<file path="config.mk">
export PLATFORM = sky130hd
export DESIGN_NAME = glauber_ring_spin_flip_engine_top
export DESIGN_NICKNAME = d
export VERILOG_FILES = /design/src/hdl/grsfe_pkg.sv /design/src/hdl/grsfe_rings.sv /design/src/hdl/glauber_ring_spin_flip_engine_top.sv
export SDC_FILE = /design/constraint.sdc
export NUM_CORES = 1
export LEC_CHECK = 0
export BUFFER_PORTS_ARGS = -buffer_cell sky130_fd_sc_hd__buf_2
export CAP_MARGIN = 5
export CORE_MARGIN = 2
export CORE_UTILIZATION = 30
export CTS_CLUSTER_DIAMETER = 200
export CTS_CLUSTER_SIZE = 25
export DETAILED_ROUTE_END_ITERATION = 7
export PLACE_DENSITY_LB_ADDON = 0.15
export SLEW_MARGIN = 15
export SYNTH_ARGS = -nofsm -noshare
export SYNTH_HDL_FRONTEND = slang
export SYNTH_HIERARCHICAL = 1
export SYNTH_SLANG_ARGS = --single-unit
</file>
<file path="constraint.sdc">
create_clock -name clk -period 17.9 [get_ports clk]
set_input_delay 1.79 -clock clk [delete_from_list [all_inputs] [get_ports clk]]
set_output_delay 1.79 -clock clk [all_outputs]
set_load 0.005 [all_outputs]
</file>
<file path="src/hdl/grsfe_pkg.sv">
// Shared constants and the ring-store control bundle for the Glauber spin-flip engine.
// No dependencies; used by grsfe_rings and the top level.
package grsfe_pkg;

	localparam int SPINS     = 256;
	localparam int MAX_RANGE = 32;

	// fixed field widths
	localparam int SITE_W  = 8;
	localparam int RANGE_W = 6;
	localparam int FIELD_W = 9;
	localparam int WALL_W  = 9;
	localparam int OPC_W   = 2;

	// ring addressing and counting
	localparam int ADDR_W = $clog2(SPINS);
	localparam int CNT_W  = $clog2(SPINS + 1);
	localparam int ACC_W  = CNT_W + 1;
	localparam int PROD_W = (ACC_W + 1 > FIELD_W + 1) ? ACC_W + 1 : FIELD_W + 1;

	localparam int FIELD_MAX = (1 << (FIELD_W - 1)) - 1;
	localparam int FIELD_MIN = -(1 << (FIELD_W - 1));
	localparam int WALL_MAX  = (1 << WALL_W) - 1;

	typedef struct packed {
		logic              c_we;
		logic [ADDR_W-1:0] c_waddr;
		logic              c_wdata;
		logic              c_re;
		logic [ADDR_W-1:0] c_raddr;
		logic              w_we;
		logic [ADDR_W-1:0] w_waddr;
		logic              w_wdata;
		logic              w_re;
		logic [ADDR_W-1:0] w_raddr;
	} ring_ctl_t;

endpackage

</file>
<file path="src/hdl/grsfe_rings.sv">
// Committed and working spin rings, one bit per site, one write and one read port each.
// Depends on grsfe_pkg for the ring depth and the control bundle.
module grsfe_rings (
	input  logic                  clk,
	input  grsfe_pkg::ring_ctl_t  ctl,
	output logic                  c_rdata_q,
	output logic                  w_rdata_q
);

	logic committed_mem [grsfe_pkg::SPINS];
	logic working_mem   [grsfe_pkg::SPINS];

	always_ff @(posedge clk) begin
		if (ctl.c_we) begin
			committed_mem[ctl.c_waddr] <= ctl.c_wdata;
		end
		if (ctl.c_re) begin
			c_rdata_q <= committed_mem[ctl.c_raddr];
		end
	end

	// read data holds between reads
	always_ff @(posedge clk) begin
		if (ctl.w_we) begin
			working_mem[ctl.w_waddr] <= ctl.w_wdata;
		end
		if (ctl.w_re) begin
			w_rdata_q <= working_mem[ctl.w_raddr];
		end
	end

endmodule

</file>
<file path="src/hdl/glauber_ring_spin_flip_engine_top.sv">
// Top level of the zero-temperature Glauber spin-flip engine: APB register, stream
// handshake, sequencer and the shared site counter. Depends on grsfe_pkg and grsfe_rings.
//
// Usage:
//   Input stream: tuser carries the opcode (load, flip attempt, end of sweep), tdata the
//   sites and the spin. Every transfer gives exactly one result transfer on the output
//   stream (flipped, local field, wall count).
//   Items are handled one at a time: s_axis_tready is high only while the sequencer idles,
//   so the next item is taken only once the sequencer is back in idle.
//   Load: the spin is written to site_a in both rings before the result is given.
//   Flip attempt: the committed ring is read one site a cycle through its single read port,
//   summed by one counter.
//   End of sweep: every site is copied from the working to the committed ring and
//   compared with its predecessor, one site a cycle.
//   After reset both rings are cleared by a pass over every site during which no item
//   is taken; coupling_range resets to 1 and may be written meanwhile.
//   A finished result waits in the output register; a new item is taken while it waits,
//   but the next result is held back until the receiver has taken the previous one.
//   coupling_range is written through APB at byte address 0; values above the maximum
//   range are stored as the maximum.
module glauber_ring_spin_flip_engine_top (
	input  logic        clk,
	input  logic        arst_n,

	input  logic        psel,
	input  logic        penable,
	input  logic        pwrite,
	input  logic [2:0]  paddr,
	input  logic [31:0] pwdata,
	output logic [31:0] prdata,
	output logic        pready,

	input  logic        s_axis_tvalid,
	output logic        s_axis_tready,
	input  logic [23:0] s_axis_tdata,   // [7:0] site_a, [15:8] site_b, [16] spin_value
	input  logic [1:0]  s_axis_tuser,   // [1:0] opcode

	output logic        m_axis_tvalid,
	input  logic        m_axis_tready,
	output logic [23:0] m_axis_tdata    // [0] flipped, [9:1] local_field, [18:10] wall_count
);

	localparam int ADDR_W = grsfe_pkg::ADDR_W;
	localparam int CNT_W  = grsfe_pkg::CNT_W;
	localparam int ACC_W  = grsfe_pkg::ACC_W;
	localparam int PROD_W = grsfe_pkg::PROD_W;

	localparam logic REG_COUPLING_RANGE = 1'b0;

	typedef enum logic [grsfe_pkg::OPC_W-1:0] {
		OP_LOAD    = 2'd0,
		OP_ATTEMPT = 2'd1,
		OP_SWEEP   = 2'd2
	} op_t;

	typedef enum logic [7:0] {
		ST_CLEAR = 8'b0000_0001,
		ST_IDLE  = 8'b0000_0010,
		ST_LOAD  = 8'b0000_0100,
		ST_SETUP = 8'b0000_1000,
		ST_FIELD = 8'b0001_0000,
		ST_FLIP  = 8'b0010_0000,
		ST_SWEEP = 8'b0100_0000,
		ST_DONE  = 8'b1000_0000
	} state_t;

	state_t                              state_q;
	logic [grsfe_pkg::RANGE_W-1:0]       range_q;
	logic [grsfe_pkg::SITE_W-1:0]        a_q;
	logic [grsfe_pkg::SITE_W-1:0]        b_q;
	logic                                s_q;
	logic                                in_range_q;
	logic                                self_q;
	logic                                center_q;
	logic signed [ACC_W-1:0]             acc_q;
	logic [ADDR_W-1:0]                   idx_q;
	logic [CNT_W-1:0]                    left_q;
	logic                                rd_v_q;
	logic [ADDR_W-1:0]                   rd_site_q;
	logic                                first_q;
	logic                                prev_q;
	logic [CNT_W-1:0]                    walls_q;
	logic                                res_flip_q;
	logic [grsfe_pkg::FIELD_W-1:0]       res_field_q;
	logic [grsfe_pkg::WALL_W-1:0]        res_walls_q;
	logic                                m_valid_q;
	logic                                m_flip_q;
	logic [grsfe_pkg::FIELD_W-1:0]       m_field_q;
	logic [grsfe_pkg::WALL_W-1:0]        m_walls_q;

	grsfe_pkg::ring_ctl_t                ring_ctl;
	logic                                c_rdata;
	logic                                w_rdata;

	logic                                cfg_wr;
	logic [grsfe_pkg::RANGE_W-1:0]       cfg_val;
	op_t                                 s_op;
	logic [ADDR_W-1:0]                   a_ad;
	logic [ADDR_W-1:0]                   b_ad;
	logic                                a_ok;
	logic                                b_ok;
	logic [ADDR_W-1:0]                   diff;
	logic [CNT_W-1:0]                    alt;
	logic [CNT_W-1:0]                    site_gap;
	logic                                in_range;
	logic                                self_in;
	logic                                window_full;
	logic [31:0]                         start_w;
	logic [ADDR_W-1:0]                   start_ad;
	logic [CNT_W-1:0]                    count;
	logic [ADDR_W-1:0]                   idx_next;
	logic                                issue;
	logic                                walk_end;
	logic signed [ACC_W-1:0]             step;
	logic signed [PROD_W-1:0]            dbl;
	logic signed [PROD_W-1:0]            field_raw;
	logic                                field_pos;
	logic [grsfe_pkg::FIELD_W-1:0]       field_sat;
	logic                                flip_ok;
	logic [CNT_W-1:0]                    walls_tot;
	logic [grsfe_pkg::WALL_W-1:0]        walls_sat;

	// configuration port
	assign pready  = 1'b1;
	assign cfg_wr  = psel && penable && pwrite && pready && (paddr[2] == REG_COUPLING_RANGE);
	assign cfg_val = pwdata[grsfe_pkg::RANGE_W-1:0];
	assign prdata  = (paddr[2] == REG_COUPLING_RANGE) ? 32'(range_q) : 32'd0;

	always_ff @(posedge clk or negedge arst_n) begin
		if (!arst_n) begin
			range_q <= grsfe_pkg::RANGE_W'(1);
		end else if (cfg_wr) begin
			if (32'(cfg_val) > 32'(grsfe_pkg::MAX_RANGE)) begin
				range_q <= grsfe_pkg::RANGE_W'(grsfe_pkg::MAX_RANGE);
			end else begin
				range_q <= cfg_val;
			end
		end
	end

	// site arithmetic
	assign s_op  = op_t'(s_axis_tuser);
	assign a_ad  = ADDR_W'(a_q);
	assign b_ad  = ADDR_W'(b_q);
	assign a_ok  = 32'(a_q) < 32'(grsfe_pkg::SPINS);
	assign b_ok  = 32'(b_q) < 32'(grsfe_pkg::SPINS);
	assign diff  = (a_ad >= b_ad) ? (a_ad - b_ad) : (b_ad - a_ad);
	assign alt   = CNT_W'(grsfe_pkg::SPINS) - CNT_W'(diff);
	assign site_gap = (CNT_W'(diff) < alt) ? CNT_W'(diff) : alt;
	assign in_range    = b_ok && (32'(site_gap) <= 32'(range_q));
	assign self_in     = 32'(range_q) >= 32'(grsfe_pkg::SPINS);
	// window of 2r+1 sites covers the whole ring: walk it from site zero
	assign window_full = 32'({range_q, 1'b1}) >= 32'(grsfe_pkg::SPINS);
	assign start_w     = (32'(a_ad) >= 32'(range_q))
		? (32'(a_ad) - 32'(range_q))
		: (32'(a_ad) + 32'(grsfe_pkg::SPINS) - 32'(range_q));
	assign start_ad    = window_full ? '0 : ADDR_W'(start_w);
	assign count       = window_full ? CNT_W'(grsfe_pkg::SPINS) : CNT_W'({range_q, 1'b1});
	assign idx_next    = (idx_q == ADDR_W'(grsfe_pkg::SPINS - 1)) ? '0 : idx_q + ADDR_W'(1);
	assign issue       = (left_q != '0);
	assign walk_end    = !issue && !rd_v_q;

	assign step      = c_rdata ? ACC_W'(1) : -ACC_W'(1);
	assign dbl       = PROD_W'(acc_q) <<< 1;
	assign field_raw = center_q ? dbl : -dbl;
	assign field_pos = !field_raw[PROD_W-1] && (field_raw != '0);
	assign flip_ok   = in_range_q && !field_pos;

	always_comb begin
		if (field_raw > PROD_W'(grsfe_pkg::FIELD_MAX)) begin
			field_sat = grsfe_pkg::FIELD_W'(grsfe_pkg::FIELD_MAX);
		end else if (field_raw < PROD_W'(grsfe_pkg::FIELD_MIN)) begin
			field_sat = grsfe_pkg::FIELD_W'(grsfe_pkg::FIELD_MIN);
		end else begin
			field_sat = grsfe_pkg::FIELD_W'(field_raw);
		end
	end

	// close the ring: last site against the first
	assign walls_tot = walls_q + CNT_W'(prev_q != first_q);
	assign walls_sat = (32'(walls_tot) > 32'(grsfe_pkg::WALL_MAX))
		? grsfe_pkg::WALL_W'(grsfe_pkg::WALL_MAX) : grsfe_pkg::WALL_W'(walls_tot);

	// ring port control
	always_comb begin
		ring_ctl = '0;
		unique case (state_q)
			ST_CLEAR: begin
				ring_ctl.c_we    = 1'b1;
				ring_ctl.c_waddr = idx_q;
				ring_ctl.w_we    = 1'b1;
				ring_ctl.w_waddr = idx_q;
			end
			ST_LOAD: begin
				ring_ctl.c_we    = a_ok;
				ring_ctl.c_waddr = a_ad;
				ring_ctl.c_wdata = s_q;
				ring_ctl.w_we    = a_ok;
				ring_ctl.w_waddr = a_ad;
				ring_ctl.w_wdata = s_q;
			end
			ST_SETUP: begin
				ring_ctl.w_re    = 1'b1;
				ring_ctl.w_raddr = a_ad;
			end
			ST_FIELD: begin
				ring_ctl.c_re    = issue;
				ring_ctl.c_raddr = idx_q;
			end
			ST_FLIP: begin
				ring_ctl.w_we    = flip_ok;
				ring_ctl.w_waddr = a_ad;
				ring_ctl.w_wdata = !w_rdata;
			end
			ST_SWEEP: begin
				ring_ctl.w_re    = issue;
				ring_ctl.w_raddr = idx_q;
				ring_ctl.c_we    = rd_v_q;
				ring_ctl.c_waddr = rd_site_q;
				ring_ctl.c_wdata = w_rdata;
			end
			default: begin
			end
		endcase
	end

	grsfe_rings u_rings (
		.clk       (clk),
		.ctl       (ring_ctl),
		.c_rdata_q (c_rdata),
		.w_rdata_q (w_rdata)
	);

	// sequencer
	always_ff @(posedge clk or negedge arst_n) begin
		if (!arst_n) begin
			state_q     <= ST_CLEAR;
			a_q         <= '0;
			b_q         <= '0;
			s_q         <= 1'b0;
			in_range_q  <= 1'b0;
			self_q      <= 1'b0;
			center_q    <= 1'b0;
			acc_q       <= '0;
			idx_q       <= '0;
			left_q      <= '0;
			rd_v_q      <= 1'b0;
			rd_site_q   <= '0;
			first_q     <= 1'b0;
			prev_q      <= 1'b0;
			walls_q     <= '0;
			res_flip_q  <= 1'b0;
			res_field_q <= '0;
			res_walls_q <= '0;
		end else begin
			unique case (state_q)
				ST_CLEAR: begin
					idx_q <= idx_next;
					if (idx_q == ADDR_W'(grsfe_pkg::SPINS - 1)) begin
						state_q <= ST_IDLE;
					end
				end
				ST_IDLE: begin
					if (s_axis_tvalid) begin
						a_q         <= s_axis_tdata[7:0];
						b_q         <= s_axis_tdata[15:8];
						s_q         <= s_axis_tdata[16];
						res_flip_q  <= 1'b0;
						res_field_q <= '0;
						res_walls_q <= '0;
						unique case (s_op)
							OP_LOAD:    state_q <= ST_LOAD;
							OP_ATTEMPT: state_q <= ST_SETUP;
							OP_SWEEP: begin
								idx_q   <= '0;
								left_q  <= CNT_W'(grsfe_pkg::SPINS);
								walls_q <= '0;
								rd_v_q  <= 1'b0;
								state_q <= ST_SWEEP;
							end
							default:    state_q <= ST_DONE;
						endcase
					end
				end
				ST_LOAD: begin
					state_q <= ST_DONE;
				end
				ST_SETUP: begin
					if (!a_ok) begin
						state_q <= ST_DONE;
					end else begin
						in_range_q <= in_range;
						self_q     <= self_in;
						idx_q      <= start_ad;
						left_q     <= count;
						acc_q      <= '0;
						rd_v_q     <= 1'b0;
						state_q    <= ST_FIELD;
					end
				end
				ST_FIELD: begin
					rd_v_q <= issue;
					if (issue) begin
						idx_q     <= idx_next;
						left_q    <= left_q - CNT_W'(1);
						rd_site_q <= idx_q;
					end
					if (rd_v_q) begin
						if (rd_site_q == a_ad) begin
							center_q <= c_rdata;
						end
						if ((rd_site_q != a_ad) || self_q) begin
							acc_q <= acc_q + step;
						end
					end
					if (walk_end) begin
						state_q <= ST_FLIP;
					end
				end
				ST_FLIP: begin
					res_flip_q  <= flip_ok;
					res_field_q <= field_sat;
					state_q     <= ST_DONE;
				end
				ST_SWEEP: begin
					rd_v_q <= issue;
					if (issue) begin
						idx_q     <= idx_next;
						left_q    <= left_q - CNT_W'(1);
						rd_site_q <= idx_q;
					end
					if (rd_v_q) begin
						prev_q <= w_rdata;
						if (rd_site_q == '0) begin
							first_q <= w_rdata;
						end else if (w_rdata != prev_q) begin
							walls_q <= walls_q + CNT_W'(1);
						end
					end
					if (walk_end) begin
						res_walls_q <= walls_sat;
						state_q     <= ST_DONE;
					end
				end
				ST_DONE: begin
					if (!m_valid_q || m_axis_tready) begin
						state_q <= ST_IDLE;
					end
				end
				default: begin
					state_q <= ST_CLEAR;
				end
			endcase
		end
	end

	// output register: hold the result until the receiver takes it
	always_ff @(posedge clk or negedge arst_n) begin
		if (!arst_n) begin
			m_valid_q <= 1'b0;
			m_flip_q  <= 1'b0;
			m_field_q <= '0;
			m_walls_q <= '0;
		end else if ((state_q == ST_DONE) && (!m_valid_q || m_axis_tready)) begin
			m_valid_q <= 1'b1;
			m_flip_q  <= res_flip_q;
			m_field_q <= res_field_q;
			m_walls_q <= res_walls_q;
		end else if (m_axis_tready) begin
			m_valid_q <= 1'b0;
		end
	end

	assign s_axis_tready = (state_q == ST_IDLE);
	assign m_axis_tvalid = m_valid_q;
	assign m_axis_tdata  = {5'd0, m_walls_q, m_field_q, m_flip_q};

	// one item at a time: after a transfer in, the input side closes
	a_one_item: assert property (@(posedge clk) disable iff (!arst_n)
		s_axis_tvalid && s_axis_tready |=> !s_axis_tready)
		else $error("input accepted while an item is in work");

	// the committed ring is never read and written in the same cycle
	a_ring_port: assert property (@(posedge clk) disable iff (!arst_n)
		ring_ctl.c_re |-> !ring_ctl.c_we)
		else $error("committed ring read and written together");

	// a result appears only on leaving the done state
	a_result_src: assert property (@(posedge clk) disable iff (!arst_n)
		$rose(m_axis_tvalid) |-> $past(state_q == ST_DONE))
		else $error("result raised outside the done state");

	// a flip write is always followed by the done state with a flipped result
	a_flip_done: assert property (@(posedge clk) disable iff (!arst_n)
		(state_q == ST_FLIP) && ring_ctl.w_we |=> (state_q == ST_DONE) && res_flip_q)
		else $error("flip written without a flipped result");

endmodule
</file>
# After elaboration in Yosys (flattened, before gate mapping)

Memory sizes are Yosys's and may differ from the RTL's. A register that Yosys moved wholly into a read port is not among the register bits.
Cells that the tools add are included.
W data, S select, Z words.

Input bits: 68
Word-level logic and storage cells: 165
Register bits after elaboration: 119
RAM bits: 512
Memories: 2
Output and inout bits: 59

Memories:

| name                  | depth | bits a word | read ports | clocked after memory_dff | write ports | RTL line          | RTL |
|---|---|---|---|---|---|---|---|
| u_rings.committed_mem | 256   | 1           | 1          | 1                        | 1           | grsfe_rings.sv:10 | `logic committed_mem [grsfe_pkg::SPINS];` |
| u_rings.working_mem   | 256   | 1           | 1          | 1                        | 1           | grsfe_rings.sv:11 | `logic working_mem [grsfe_pkg::SPINS];` |

Magnitude comparators: 7
$add $sub $neg: 12
Bitwise operators: 1
Equality and inequality tests: 27
Reductions and logical operators: 39
Muxes and demuxes: 55

Operators with widths:

| kind                  | number |
|---|---|
| $mux W9               | 14 |
| $mux W8               | 11 |
| $pmux W9 S3           | 3 |
| $pmux W9 S2           | 4 |
| $pmux W8 S7           | 1 |
| $pmux W8 S4           | 1 |
| $mux W10              | 3 |
| $pmux W8 S3           | 1 |
| $ne A2 B2 Y1 const B  | 10 |
| $pmux W10 S2          | 1 |
| $add A8 B1 Y8 const B | 2 |
| $eq A8 B8 Y1 const B  | 2 |
| $sub A8 B6 Y8         | 2 |
| $sub A8 B8 Y8         | 2 |
| $reduce_and A3 Y1     | 5 |
| $mux W6               | 2 |
| $gt A11 B9 Y1 const B | 1 |
| $lt A11 B9 Y1 const B | 1 |
| $mux W11              | 1 |
| $neg A11 Y11          | 1 |
| $reduce_bool A11 Y1   | 1 |
| $add A10 B10 Y10      | 1 |
| $add A9 B1 Y9         | 1 |
| $add A9 B1 Y9 const B | 1 |
| 38 further kinds      | 69 |

# Logic depth before layout (Yosys ltp)

Gate-level depths: netlist (run 1).

Depth in word-level cells: 9
Mapped depth: 27
Depth with buffers taken out: 27

# By module

The synthesis (run 1) kept the hierarchy.

By module, submodules not included:

| module                            | area an instance (um^2) | instances | cells an instance |
|---|---|---|---|
| grsfe_rings                       | 22519.1                 | 1         | 1612 |
| glauber_ring_spin_flip_engine_top | 8013.9                  | 1         | 871 |

# Worst setup path after synthesis (run 1)

OpenSTA, ideal clock, no wires.

Path type: reg-to-reg
From: reg state_q[3]
To: mem u_rings.committed_mem[0] (data pin)
Slack: 4.240 ns
Stages on the path, launching flop included: 6
Arrival time: 11.471 ns
Clock period less this slack: 13.660 ns
Library setup time: 2.189 ns
Data required time: 15.711 ns
Path through: dfrtp_1 > nor4_1 > nand2_1 > or2_2 > clkbuf_1 > o21ai_0

RTL lines:

| what                     | RTL line                                 | RTL |
|---|---|---|
| start: declaration       | glauber_ring_spin_flip_engine_top.sv:67  | `state_t state_q;` |
| start signal: assignment | glauber_ring_spin_flip_engine_top.sv:237 | `state_q <= ST_CLEAR;` |
| start signal: assignment | glauber_ring_spin_flip_engine_top.sv:260 | `state_q <= ST_IDLE;` |
| start signal: assignment | glauber_ring_spin_flip_engine_top.sv:272 | `OP_LOAD: state_q <= ST_LOAD;` |
| end: declaration         | grsfe_rings.sv:10                        |  |

# Worst setup path after layout (run 1)

From: reg a_q, in the netlist a_ad[0]
To: reg in_range_q

Cells in the longest elaborated chain, start to end: 6
Elaborated cells between the ends (all ways): 8
Classes of those cells: add/sub (3); order compare (3); mux (2)

Ends and longest elaborated chain:

| what                                          | RTL line                                 | RTL |
|---|---|---|
| start: declaration                            | glauber_ring_spin_flip_engine_top.sv:69  | `logic [grsfe_pkg::SITE_W-1:0] a_q;` |
| start signal: assignment                      | glauber_ring_spin_flip_engine_top.sv:265 | `a_q <= s_axis_tdata[7:0];` |
| $sub A8 B8 Y8 or $ge A8 B8 Y1 (tied branches) | glauber_ring_spin_flip_engine_top.sv:147 | `assign diff = (a_ad >= b_ad) ? (a_ad - b_ad) : (b_ad - a_ad);` |
| $mux W8 *                                     | glauber_ring_spin_flip_engine_top.sv:147 |  |
| $sub A9 B8 Y9                                 | glauber_ring_spin_flip_engine_top.sv:148 | `assign alt = CNT_W'(grsfe_pkg::SPINS) - CNT_W'(diff);` |
| $lt A8 B9 Y1                                  | glauber_ring_spin_flip_engine_top.sv:149 | `assign site_gap = (CNT_W'(diff) < alt) ? CNT_W'(diff) : alt;` |
| $mux W9 *                                     | glauber_ring_spin_flip_engine_top.sv:149 |  |
| $le A9 B6 Y1 *                                | glauber_ring_spin_flip_engine_top.sv:150 | `assign in_range = b_ok && (32'(site_gap) <= 32'(range_q));` |
| end signal: assignment                        | glauber_ring_spin_flip_engine_top.sv:292 | `in_range_q <= in_range;` |
| end: declaration                              | glauber_ring_spin_flip_engine_top.sv:72  | `logic in_range_q;` |

Every way passes the cells marked *; elsewhere a longest branch is shown, timed or not.
A chain may end at the register's enable or synchronous reset.

==> results of run 1 <==
synthesized netlist by cell type, types with 8 or more instances:
library cell / n / area share [%]
a21oi_1: 36 / 0.59
nand3b_1: 11 / 0.27
nor3b_1: 8 / 0.20
a222oi_1: 8 / 0.26
nand2_1: 142 / 1.7
o21ai_0: 75 / 1.2
or3_1: 8 / 0.16
dfrtp_1: 117 / 9.6
inv_1: 55 / 0.68
a21o_1: 8 / 0.20
nand4_1: 14 / 0.29
xnor2_1: 16 / 0.46
nand3_1: 52 / 0.85
mux2_2: 51 / 1.9
nand2b_1: 26 / 0.53
nor2_1: 584 / 7.2
a22oi_1: 13 / 0.32
a211oi_1: 8 / 0.20
o22ai_1: 42 / 0.86
xor2_1: 30 / 0.86
buf_2: 13 / 0.21
mux4_2: 83 / 6.1
o31ai_1: 13 / 0.32
ha_1: 46 / 1.9
nor3_1: 28 / 0.46
edfxtp_1: 514 / 51
mux2i_1: 116 / 3.8
nor4_1: 17 / 0.35
a31oi_1: 9 / 0.18
and3_1: 13 / 0.27
and2_1: 12 / 0.25
buf_4: 47 / 1.2
nor2b_1: 27 / 0.55
a22o_1: 18 / 0.52
clkbuf_1: 109 / 1.3
power groups by stage:
stage | clock [uW] | combinational (uW) | sequential (uW)
floorplan | 0 | 26.4 | 1610
global route | 871 | 45.3 | 1580
finish | 787 | 39.3 | 1570
CTS | 824 | 40.2 | 1580
detailed placement | 0 | 39.9 | 1610
global placement | 0 | 40.0 | 1610
cell families (layout without fill, tap and decap cells):
logic type,count (synthesis),count (layout),synth area share (%)
compound gates,292,292,6.507
xor+xnor,48,48,1.426
fa+ha+maj,50,50,2.147
buf+inv,238,195,3.741
flops,633,633,60.31
mux,254,254,12.00
other cells,2,32,0.02460
simple gates,966,966,13.84
how the worst min path moves through the flow:
stage | start | to | cells after the start
floorplan | left_q[7]$_DFFE_PN0P_ | left_q[7]$_DFFE_PN0P_ | 1
global placement | res_field_q[0]$_DFFE_PN0P_ | res_field_q[0]$_DFFE_PN0P_ | 2
detailed placement | res_flip_q$_DFFE_PN0P_ | res_flip_q$_DFFE_PN0P_ | 2
CTS | left_q[7]$_DFFE_PN0P_ | left_q[7]$_DFFE_PN0P_ | 1
global route | left_q[7]$_DFFE_PN0P_ | left_q[7]$_DFFE_PN0P_ | 1
finish | res_walls_q[2]$_DFFE_PN0P_ | res_walls_q[2]$_DFFE_PN0P_ | 2
registers in the layout (all words and copies together), names as in the netlist, 6 cells and up:
| register | count |
|---|---|
| left_q | 9 |
| rd_site_q | 8 |
| m_field_q | 9 |
| acc_q | 10 |
| m_walls_q | 9 |
| res_field_q | 9 |
| idx_q | 8 |
| walls_q | 9 |
| res_walls_q | 9 |
| state_q | 8 |
| b_ad | 8 |
| u_rings/working_mem | 256 |
| u_rings/committed_mem | 256 |
| range_q | 6 |
| a_ad | 8 |
worst max-delay path: cells and delay by family (launching register included):
kind | cells | cell delay (ns)
adder cells (fa/ha/maj) | 4 | 1.27
AND/OR/NAND/NOR | 8 | 1.83
AO/OA/AOI/OAI | 9 | 1.48
flip-flops | 1 | 0.52
multiplexers | 3 | 0.98
buffers and inverters | 2 | 0.29
XOR/XNOR | 1 | 0.27
through the flow:
step | total power, uW | instances
floorplan | 1633 | 2513
global placement | 1648 | 3785
detailed placement | 1648 | 3785
CTS | 2440 | 3838
global route | 2492 | 3838
finish | 2402 | 3838
area by class of cell:
type,count,area share [%]
Inverter,55,0.6284
Tap cell,1368,5.210
Timing Repair Buffer,87,1.607
Sequential cell,633,56.06
Multi-Input combinational cell,1642,33.95
Clock buffer,51,2.460
Clock inverter,2,0.08760
routing by layer:
metal | vias up | track usage [%] | share of wire [%]
met5 | - | 0 | 0
met3 | 67 | 1.935 | 5.0
met1 | 10020 | 19.88 | 44
li1 | 8889 | - | -
met4 | 0 | 3.204 | 1.6
met2 | 476 | 26.75 | 50
==> results.json, run 1 <==
{
  "status": "complete, no violations",
  "grt_max_degree": 257,
  "critPathArrivalTime_ns": 7.32,
  "clockPowerShare_pct": 32.8,
  "dieArea_um2": 104300,
  "cts.sinks": 633,
  "r2r_slack_ns": 11.17,
  "critPathKind": "reg2reg",
  "cp-startpoint": "a_ad[0]$_DFFE_PN0P_",
  "viasPerCell": 5.069,
  "finalSetupTns_ns": 0,
  "drcViolationCount": 0,
  "hp-class": "reg2reg",
  "post-place-ws_ns": 11.18,
  "area_growth_pct": 7.593,
  "pin_count": 127,
  "async_reset_ff_share_pct": 18.80,
  "layout_common_cells": "584 x nor2_1, 514 x edfxtp_1, 142 x nand2_1",
  "fillers": 10240,
  "cp_common_cell": "ha_1",
  "timing.fmax_ghz": 0.1487,
  "power.density_nw_per_um2": 73.11,
  "dominantRegCellSynth": "edfxtp_1",
  "p_sw_uw": 501.9,
  "antenna_found_initial": 2,
  "finalCriticalPeriod_ns": 6.725,
  "antenna_left": 0,
  "grt_pass1_vias": 19510,
  "crit_path_top_delay_cell": "dfrtp_1",
  "clkTransAtPathRegs_ns": 0.12,
  "postLayoutCoreUtil_pct": 32.43,
  "regToRegStartpoint": "a_ad[0]$_DFFE_PN0P_",
  "grtUsageTotal_pct": 15.16,
  "rsz0062_at_grt": "false",
  "clock_latency_ns": 0.67,
  "cp.required_ns": 18.49,
  "ctsHtreeMaxLevel": 1,
  "skew_ns": 0.06837,
  "syn_inst": 2483,
  "nNetsFinal": 2566,
  "slew_viol_final": 0,
  "grt_overflow": 0,
  "synth_edf_count": 514,
  "rr_endpoint": "in_range_q$_DFFE_PN0P_",
  "r2r_cells": 27,
  "drive_gt1_share_pct": 11.21,
  "ys_ff_latch": 633,
  "setup_viol": 0,
  "die_w_um": 323.0,
  "wl_um": 80250,
  "regArea_um2": 18420,
  "start_util_pct": 30.14,
  "wl_per_cell_um": 20.91,
  "hold_buffers": 0,
  "post-cts-setup-buffers": 0,
  "critPathMaxStageDelay_ns": 0.52,
  "setup_ws_ns": 11.17,
  "tightest_slew_ns": 1.254,
  "drt_first_iter_violations": 1964,
  "ys_warn_count": 6,
  "hold_slack_ns": 0.4826,
  "antenna_cells": 0,
  "cts_buffer_depth": 3,
  "cts_tree": "done",
  "gp_congestion": 0.8389,
  "pwr-share-comb_pct": 1.6,
  "multi_input_area_um2": 11150,
  "drt_pre_antenna_iters": 8,
  "syn_avg_cell_area_um2": 12.30,
  "final_common_cell": "nor2_1",
  "ys_seq_area_share_pct": 60.31,
  "final_area_um2": 32850,
  "switching_share_pct": 20.90,
  "coreArea_um2": 101300,
  "ys_types": 82,
  "num_vias": 19450,
  "hold_violations": 0,
  "maxCapViolCount": 0,
  "fin_crit_sh_pct": 37.57,
  "fp.dieH_um": 323.0,
  "cp_max_fo": 10,
  "numPortBuffers": 59,
  "critPathCapture": "in_range_q$_DFFE_PN0P_",
  "cts_resized": 0,
  "grt_pass1_wl_um": 120500,
  "fp-row-count": 117,
  "clockRootBuffer": "clkbuf_16",
  "placed_area_um2": 32010,
  "ir_drop_mv": 0.07260,
  "p_seq_share_pct": 65.6,
  "p_int_uw": 1900,
  "leakage_uw": 0.009519,
  "setup.worst_path.start_class": "register",
  "place_hpwl_um": 49880,
  "syn_area_um2": 30530,
  "cts-buffers-inserted": 29,
  "end_kind": "register",
  "slew_headroom_pct": 16.41
}
Power figures use the tool's default switching activity.
==> run 2: changes to the inputs <==
Clock period 17.9 ns to 5.95 ns, I/O delays scaled along.
==> run 2 against run 1 <==
  * Sequential power grew to 3.0 times the previous value
  * Routed wire length increased by 2.1%
  * Die area unchanged
  * Setup slack worse by 11 ns
  * Worst hold slack worse by 0.36 ns
  * Final cell count is 1.0% higher
  * Largest cell class unchanged
  * Critical path type unchanged
  * Clock power rose to 3.0 times the previous value
  * Fmax grew 18%
  * Clock skew is 0.013 ns higher
==> results.json, run 2 (same netlist as run 1, synthesis figures left out) <==
{
  "postLayoutCoreUtil_pct": 32.79,
  "layout_common_cells": "584 x nor2_1, 514 x edfxtp_1, 142 x nand2_1",
  "num_vias": 19370,
  "end_kind": "register",
  "start_util_pct": 30.14,
  "cts-buffers-inserted": 29,
  "cts_buffer_depth": 3,
  "setup_ws_ns": 0.2308,
  "timing.fmax_ghz": 0.1749,
  "skew_ns": 0.08163,
  "grt_max_degree": 257,
  "slew_viol_final": 0,
  "grt_overflow": 0,
  "dieArea_um2": 104300,
  "crit_path_top_delay_cell": "fa_2",
  "power.density_nw_per_um2": 218.6,
  "cp_top_family": "simple AND/OR/NAND/NOR gates",
  "hold_violations": 0,
  "critPathMaxStageDelay_ns": 0.40,
  "status": "complete, no violations",
  "multi_input_area_um2": 11200,
  "critPathArrivalTime_ns": 6.33,
  "cts.sinks": 633,
  "gp_congestion": 0.8213,
  "grt_pass1_vias": 19660,
  "setup_viol": 0,
  "drcViolationCount": 0,
  "slew_headroom_pct": 22.00,
  "wl_per_cell_um": 21.13,
  "cp_max_fo": 5,
  "leakage_uw": 0.009712,
  "area_growth_pct": 8.806,
  "grt_pass1_wl_um": 123500,
  "fp.dieH_um": 323.0,
  "ctsHtreeMaxLevel": 1,
  "post-place-ws_ns": 0.02892,
  "cp_num_buf_inv": 2,
  "coreArea_um2": 101300,
  "clockRootBuffer": "clkbuf_16",
  "fp-row-count": 117,
  "cp.required_ns": 6.56,
  "reg_top3": "u_rings/committed_mem: 256 flops, u_rings/working_mem: 256 flops, acc_q: 10 flops",
  "fin_crit_sh_pct": 96.12,
  "ir_drop_mv": 0.2351,
  "maxCapViolCount": 0,
  "p_total_uw": 7261,
  "drt_first_iter_violations": 1785,
  "drt_pre_antenna_iters": 5,
  "wl_um": 81920,
  "clkTransAtPathRegs_ns": 0.12,
  "cts_tree": "done",
  "numPortBuffers": 59,
  "grtUsageTotal_pct": 15.53,
  "hp-class": "in2reg",
  "setup.worst_path.start_class": "register",
  "viasPerCell": 4.995,
  "final_common_cell": "nor2_1",
  "critPathKind": "reg2reg",
  "final_area_um2": 33220,
  "fillers": 10230,
  "tightest_slew_ns": 1.167,
  "placed_area_um2": 32280,
  "antenna_found_initial": 5,
  "finalCriticalPeriod_ns": 5.719,
  "place_hpwl_um": 53410,
  "finalSetupTns_ns": 0,
  "drive_gt1_share_pct": 12.88,
  "antenna_left": 0,
  "nNetsFinal": 2604,
  "clock_latency_ns": 0.69,
  "regArea_um2": 18420,
  "pin_count": 127,
  "die_w_um": 323.0
}
run 2: cell count changes in the layout (fill, tap and decap cells not counted), moves of 2 or more:
cell	delta
buf_12	+2
mux2_4	+2
diode_2	+2
ha_1	-2
buf_4	+36
run 2: final timing paths:
check | from | end | slack, ns | depth (start not counted)
setup reg to reg | a_ad[0]$_DFFE_PN0P_ | in_range_q$_DFFE_PN0P_ | 0.23 | 27
setup / recovery | a_ad[0]$_DFFE_PN0P_ | in_range_q$_DFFE_PN0P_ | 0.23 | 27
hold reg to reg | res_field_q[0]$_DFFE_PN0P_ | res_field_q[0]$_DFFE_PN0P_ | 0.48 | 2
max in group asynchronous | arst_n | idx_q[2]$_DFFE_PN0P_ | 4.10 | 3
min in group asynchronous | arst_n | res_walls_q[7]$_DFFE_PN0P_ | 0.53 | 2
hold / removal | pwdata[0] | range_q[0]$_DFFE_PN1P_ | 0.12 | 3
run 2: worst min-delay path: stages:
cell      delay [ns]
buf_2           0.09
nand2b_1        0.05
o21ai_0         0.08
run 2: area by class of cell:
type                    count  area share (%)
flip-flops and latches    633           55.43
multi-input cells        1642           33.71
well taps                1368           5.152
repair buffers            125           2.520
clock buffers              51           2.433
inverters                  55          0.6214
clock inverters             2          0.1205
diodes                      2         0.01506
run 2: what timing repair did:
item / in CTS / in global routing
hold buffers: 1 / 0
resized for setup: 1 / 11
endpoints found under the hold margin: 54 / 0
pin swaps: 1 / 5
setup endpoints to repair: 1 / 1
setup buffers: 0 / 4
run 2: metrics by stage:
stage / hold WS, ns / instances
after floorplan: 0.2994 / 2513
after global placement: 0.4594 / 3818
after detailed placement: 0.4680 / 3818
after CTS: 0.07028 / 3872
after global routing: 0.1073 / 3876
final: 0.1190 / 3878
run 2: per-layer routing:
metal | global-route usage, % | up-vias | routed length (um)
met5 | 0 | - | 12
met4 | 3.680 | 2 | 1814
met3 | 1.816 | 74 | 3057
met2 | 26.57 | 335 | 39780
met1 | 21.02 | 9992 | 37260
li1 | - | 8967 | -
run 2: power breakdown:
group | total [uW] | switching [uW] | internal (uW) | leakage (uW)
clock | 2400 | 1450 | 946 | 0.000403
sequential | 4740 | 8.53 | 4730 | 0.00509
combinational | 124 | 78.8 | 45.5 | 0.00422
==> run 3: changes to the inputs <==
Settings changed: REMOVE_ABC_BUFFERS set to 1.
Clock period 5.95 ns to 7 ns, I/O delays scaled along.
==> run 3 against run 2 <==
  * Via count rose by 0.82%
  * Worst hold slack got worse by 0.072 ns
  * Sequential cell count did not move
  * Register-to-register slack improved by 0.30 ns
  * Fmax fell by 12%
  * Critical path type unchanged
  * Largest power group unchanged
==> results.json, run 3 (same netlist as run 1, synthesis figures left out) <==
{
  "status": "complete, no violations",
  "skew_ns": 0.06704,
  "grt_max_degree": 257,
  "timing.fmax_ghz": 0.1545,
  "hp-class": "in2async",
  "grt_pass1_vias": 19520,
  "cts_tree": "done",
  "drcViolationCount": 0,
  "cts.sinks": 633,
  "hold_violations": 0,
  "cts_buffer_depth": 3,
  "post-place-ws_ns": 0.4743,
  "hold_buffers": 0,
  "pwr-share-comb_pct": 1.6,
  "end_kind": "register",
  "drt_first_iter_violations": 1657,
  "cp_max_fo": 6,
  "fp.dieH_um": 323.0,
  "tightest_slew_ns": 1.244,
  "antenna_found_initial": 3,
  "power.density_nw_per_um2": 186.9,
  "wl_um": 82310,
  "layout_common_cells": "584 x nor2_1, 514 x edfxtp_1, 142 x nand2_1",
  "switching_share_pct": 20.99,
  "ir_drop_mv": 0.1851,
  "start_util_pct": 30.14,
  "dieArea_um2": 104300,
  "critPathMaxStageDelay_ns": 0.49,
  "fin_crit_sh_pct": 92.46,
  "clockPowerShare_pct": 33.0,
  "antenna_left": 0,
  "pin_count": 127,
  "grtUsageTotal_pct": 15.57,
  "reg_top3": "u_rings/committed_mem: 256 flops, u_rings/working_mem: 256 flops, acc_q: 10 flops",
  "num_vias": 19530,
  "fp-row-count": 117,
  "ctsHtreeMaxLevel": 1,
  "cts_resized": 0,
  "grt_pass1_wl_um": 123800,
  "grt_overflow": 0,
  "area_growth_pct": 7.872,
  "drt_pre_antenna_iters": 6,
  "numPortBuffers": 59,
  "leakage_uw": 0.009560,
  "critPathArrivalTime_ns": 7.02,
  "cp.required_ns": 7.54,
  "maxCapViolCount": 0,
  "finalCriticalPeriod_ns": 6.472,
  "clock_latency_ns": 0.67,
  "final_common_cell": "nor2_1",
  "die_w_um": 323.0,
  "setup.worst_path.start_class": "register",
  "setup_ws_ns": 0.5276,
  "viasPerCell": 5.079,
  "place_hpwl_um": 51910,
  "dp_cells": 3786,
  "drive_gt1_share_pct": 11.43,
  "gp_congestion": 0.8381,
  "finalSetupTns_ns": 0,
  "wl_per_cell_um": 21.41,
  "nNetsFinal": 2571,
  "postLayoutCoreUtil_pct": 32.51,
  "p_int_uw": 4863,
  "hold_slack_ns": 0.04658,
  "setup_viol": 0,
  "clkTransAtPathRegs_ns": 0.11,
  "coreArea_um2": 101300,
  "p_sw_uw": 1292,
  "crit_path_top_delay_cell": "dfrtp_1",
  "cts-buffers-inserted": 29,
  "slew_viol_final": 0,
  "post-cts-setup-buffers": 0,
  "critPathKind": "reg2reg",
  "p_seq_share_pct": 65.4,
  "clockRootBuffer": "clkbuf_16",
  "slew_headroom_pct": 17.10,
  "stdcell_count": 3845,
  "rsz0062_at_grt": "false",
  "cp_common_cell": "ha_1"
}
[run 3: stage by stage]
step                      power [uW]  instance area [um^2]
final                           6155                 32940
after detailed placement        4213                 32050
after floorplan                 4163                 29710
after global routing            6389                 32930
after global placement          4214                 32050
after CTS                       6271                 32900
[run 3: area by class of cell]
class	instances	area, um^2
clock inverter	2	36.28
clock buffer	52	812.0
timing repair buffer	92	595.6
antenna	1	2.502
tap	1368	1712
multi-input combinational	1642	11160
inverter	55	206.4
sequential	633	18420
fill	10280	68370
[run 3: power groups by stage]
stage / logic (uW) / registers, uW / clock network, uW
2_1_floorplan: 54.4 / 4110 / 0
3_3_place_gp: 103 / 4110 / 0
3_5_place_dp: 102 / 4110 / 0
5_1_grt: 115 / 4030 / 2250
4_1_cts: 102 / 4030 / 2140
6_report: 99.7 / 4030 / 2030
[run 3: final timing paths]
path	depth (start not counted)	slack (ns)	from	to
max	27	0.53	a_ad[0]$_DFFE_PN0P_	in_range_q$_DFFE_PN0P_
max reg2reg	27	0.53	a_ad[0]$_DFFE_PN0P_	in_range_q$_DFFE_PN0P_
max in group asynchronous	2	5.44	arst_n	a_ad[3]$_DFFE_PN0P_
min	1	0.05	arst_n	range_q[1]$_DFFE_PN0P_
min in group clk	2	0.26	s_axis_tdata[5]	a_ad[5]$_DFFE_PN0P_
min reg2reg	2	0.49	res_walls_q[5]$_DFFE_PN0P_	res_walls_q[5]$_DFFE_PN0P_
[run 3: metal layers]
layer / wire (um) / global-route usage [%]
met1: 37120 / 21.28
met2: 40260 / 26.76
met3: 3289 / 1.622
met4: 1626 / 3.235
met5: 13 / 0
[run 3: worst max-delay path: cells and delay by family (launching register included)]
family / cells / cell delay (ns)
and+or+nand+nor: 8 / 1.71
DFF: 1 / 0.49
buffers and inverters: 2 / 0.25
xor gates and xnor gates: 1 / 0.26
muxes: 3 / 0.91
AOI/OAI and AO/OA: 9 / 1.46
adders and majority gates: 4 / 1.26
